File: config.mk
export PLATFORM = sky130hd
export DESIGN_NAME = mvt_matrix
export DESIGN_NICKNAME = d
export VERILOG_FILES = /design/src/hw/rtl/mvt_pkg.sv /design/src/hw/rtl/mvt_matrix.sv
export SDC_FILE = /design/constraint.sdc
export NUM_CORES = 1
export LEC_CHECK = 0
export ABC_CLOCK_PERIOD_IN_PS = 1200
export BUFFER_PORTS_ARGS = -buffer_cell sky130_fd_sc_hd__buf_2
export CORE_AREA = 4 4 211 213
export CTS_BUF_LIST = sky130_fd_sc_hd__clkbuf_8
export DETAILED_ROUTE_END_ITERATION = 8
export DIE_AREA = 0 0 215 217
export PLACE_DENSITY = 0.7
export SETUP_SLACK_MARGIN = 0.3
export SLEW_MARGIN = 10
export SYNTH_ARGS = -nofsm -noshare
export SYNTH_HDL_FRONTEND = slang
export SYNTH_SLANG_ARGS = --single-unit
File: constraint.sdc
create_clock -name clk_i -period 1.2 [get_ports clk_i]
set_clock_uncertainty 0.2 [all_clocks]
set_input_delay 0.24 -clock clk_i [delete_from_list [all_inputs] [get_ports clk_i]]
set_output_delay 0.24 -clock clk_i [all_outputs]
set_load 0.03 [all_outputs]
File: src/hw/rtl/mvt_pkg.sv
// shared types and codes for the 4x4 matrix-vector transform
// no dependencies; imported by the top, mvt_matrix and mvt_row
package mvt_pkg;

  localparam int unsigned DATA_W = 32;
  localparam int unsigned DIM    = 4;
  localparam int unsigned IDX_W  = 4;

  // action codes carried in the input tuser
  localparam logic ACTION_LOAD  = 1'b0;
  localparam logic ACTION_XFORM = 1'b1;

  typedef logic signed [DATA_W-1:0] elem_t;
  typedef elem_t [DIM-1:0]          vec_t;
  typedef elem_t [DIM*DIM-1:0]      mat_t;

  // per-stage advance enables for the row datapath
  typedef struct packed {
    logic en_mul;
    logic en_add;
    logic en_out;
  } stage_en_t;

endpackage

File: src/hw/rtl/mvt_matrix.sv
// sixteen-element row-major matrix store, cleared at reset
// depends on mvt_pkg
module mvt_matrix (
  input  logic                      clk_i,
  input  logic                      rst_ni,
  input  logic                      we_i,
  input  logic [mvt_pkg::IDX_W-1:0] idx_i,
  input  mvt_pkg::elem_t            value_i,
  output mvt_pkg::mat_t             mat_o
);
  import mvt_pkg::*;

  mat_t mat_q;

  always_ff @(posedge clk_i or negedge rst_ni) begin
    if (!rst_ni) begin
      mat_q <= '0;
    end else if (we_i) begin
      mat_q[idx_i] <= value_i;
    end
  end

  assign mat_o = mat_q;

endmodule

==> impl_metrics.ini <==
[run_status]
outcome = complete, but fails checks
failed_checks = hold timing, setup timing

[timing]
timing.final.ws_setup_ns = -0.479
relSlewSlack_pct = 65.8
final_hold_viol_count = 158
maxSlewViolCount = 0
fin_tns_setup_ns = -235.35
fin_crit_sh_pct = 140
maxClockFrequency_ghz = 0.596
setup_viol = 785
whs_ns = -0.0338
min_period_ns = 1.68
rsz0062_at_grt = yes
tightest_slew_ns = 0.511

[hold_path]
hold_path_class = in -> reg
hold_depth = 2
hp-start = value_i[22]
min_to = mat_o[342]

[yosys]
ys_seq_area_share_pct = 67.1
synth.mux.area_fraction_pct = 30.2
synth_area_um2 = 19100
synth_async_sr_flop_share_pct = 100
synth_top_area_share_pct = 67.1
synthAdderAreaFrac_pct = 0
synth_common_cells = dfrtp_1, mux2_2, buf_2
yosys.area_share.simple_pct = 0.675
synth.avg_cell_area_um2 = 16.8
ys_top_cells_by_area = dfrtp_1, mux2_2, buf_2
synth_top_family_by_area = multiplexers
yosys_most_used_dff = dfrtp_1
ys_ff_latch = 512
synth_nets = 1172
synthCells = 1133
yosysUniqueCellTypes = 14
synth-edff-count = 0
synth_compound_area_share_pct = 0
yosysMostFrequentCell = dfrtp_1
yosys.area_share.xor_xnor_pct = 0
yosysTopAreaCell = dfrtp_1
yosysWarnings = 0

[floorplan]
pin_count = 551
design.die.area_um2 = 46700
coreArea_um2 = 42700
die_h_um = 217
start_util_pct = 44.7
fp-row-count = 76
die_x_um = 215

[final_layout]
largest_register_ffs = 512
fillers = 2364
fin_util_pct = 72.7
fin_nets = 2008
area_growth_pct = 62.8
layout-drive-gt1-share_pct = 72.9

[critical_path]
critPathKind = reg -> out
critPathMaxStageDelay_ns = 0.45
crit_family = flip-flops
r2r-end = mat_o[259]
crit_chain = buf_6
slowest_stage = dfrtp_2
cp_num_buf_inv = 1
end_kind = primary output
rr_worst_depth = 3
regToRegSetupSlack_ns = -0.07
startpoint_type = flop
worstReg2RegStart = mat_o[259]
critPathArrivalTime_ns = 1.24
cp.required_ns = 0.76
crit_fanout = 2

[global_routing]
grt-ovfl-total = 0
antenna_found_initial = 3
grt_max_degree = 77
grt_pass1_wl_um = 98000
grt_pass1_vias = 14600
track_usage_pct = 28.0

[detailed_routing]
wl_per_cell_um = 28.0
vias = 13800
drtPass1Iterations = 5
viasPerCell = 5.35
antenna_left = 0
drtIter0Drc = 853
routed_wl_um = 72200
drc_errors = 0

[pwr]
combPwrFrac_pct = 40.3
power.share.clock_pct = 22.2
peakVddDrop_v = 0.00150
switching_share_pct = 36.5
p_seq_share_pct = 37.5
leakage_nw = 15.0
powerDensity_nw_per_um2 = 2120
p_sw_mw = 24.1
p_int_mw = 41.9
p_total_mw = 66.0

[clock_network]
clock-root-buffer = clkbuf_8
tritoncts = done
holdBufCountCts = 1
cts_max_level = 3
clk_latency_ns = 0.64
clk_pin_slew_worst_paths_ns = 0.07
clock_path_buffers = 3
cts_inserted_buffers = 83
clock-sinks = 512

[placement]
place_congestion = 0.808
dp_hpwl_um = 40600
io_buffers = 550

[flow_run]
drv_cap = 0
==> worst reg2reg max path, stage by stage (launching register included) <==
cell	delay, ns
dfrtp_1	0.42
buf_4	0.16
buf_4	0.12
mux2_2	0.26
==> metal layers <==
metal,global-route usage (%),wire length (um),vias up,part of all wire (%)
li1,-,-,5647,-
met3,8.73,5180,157,7.2
met4,11.7,3010,2,4.2
met2,45.8,35900,591,50
met5,0,15,-,0.021
met1,34.7,28100,7394,39
==> cells in the final DEF (no fill, tap or decap), types with 5 or more instances in the layout <==
| cell | instances |
|---|---|
| buf_12 | 46 |
| buf_16 | 12 |
| buf_2 | 35 |
| buf_4 | 156 |
| buf_6 | 556 |
| buf_8 | 12 |
| clkbuf_16 | 18 |
| clkbuf_8 | 98 |
| clkinv_2 | 6 |
| clkinvlp_4 | 5 |
| dfrtp_1 | 511 |
| inv_1 | 32 |
| mux2_2 | 394 |
| mux2_4 | 116 |
| nor2_4 | 9 |
==> what timing repair did <==
action	in CTS	in global routing
endpoints found under the setup margin	1024	1517
cloned	11	20
endpoints found under the hold margin	1024	478
pin swaps	3	9
setup buffers	94	99
resized for setup	1096	120
==> power by group through the flow <==
stage / combinational (mW) / clock (mW) / sequential (mW)
final: 26.6 / 14.7 / 24.7
after global routing: 27.5 / 15.8 / 25.1
after CTS: 24.7 / 14.8 / 24.4
after detailed placement: 18.8 / 0 / 23.7
after global placement: 18.5 / 0 / 23.5
after floorplan: 3.85 / 0 / 31.6
==> how the worst max path moves through the flow <==
stage	startpoint	end	slack, ns	depth (start not counted)
floorplan	idx_i[2]	mat_o[267]	-0.44	5
CTS	mat_o[511]	mat_o[511]	-0.53	1
detailed placement	idx_i[3]	mat_o[407]	-0.73	6
global placement	idx_i[3]	mat_o[407]	-0.72	6
finish	mat_o[262]	mat_o[262]	-0.48	1
global route	mat_o[454]	mat_o[454]	-0.54	1
==> through the flow <==
stage / instances / cell area [um2] / worst slack, ns
floorplan: 1133 / 19400 / -0.439
global placement: 2205 / 23300 / -0.725
detailed placement: 2205 / 23300 / -0.728
CTS: 2455 / 29400 / -0.533
global route: 2576 / 31100 / -0.539
finish: 2576 / 31100 / -0.479
==> final cells by class <==
class                   count  area, um2  area share, %
flip-flops and latches    512      12800           41.3
diodes                      2       5.00         0.0161
well taps                 546        683           2.20
clock inverters            46        235          0.757
repair buffers            836       9500           30.6
clock buffers              98       1350           4.34
multi-input cells         536       6470           20.8
==> kinds of logic (layout without fill, tap and decap cells) <==
logic type,Yosys count,in the layout
flops,512,512
mux,512,512
other cells,0,2
buf+inv,85,980
simple gates,24,24
Power figures use the tool's default switching activity.
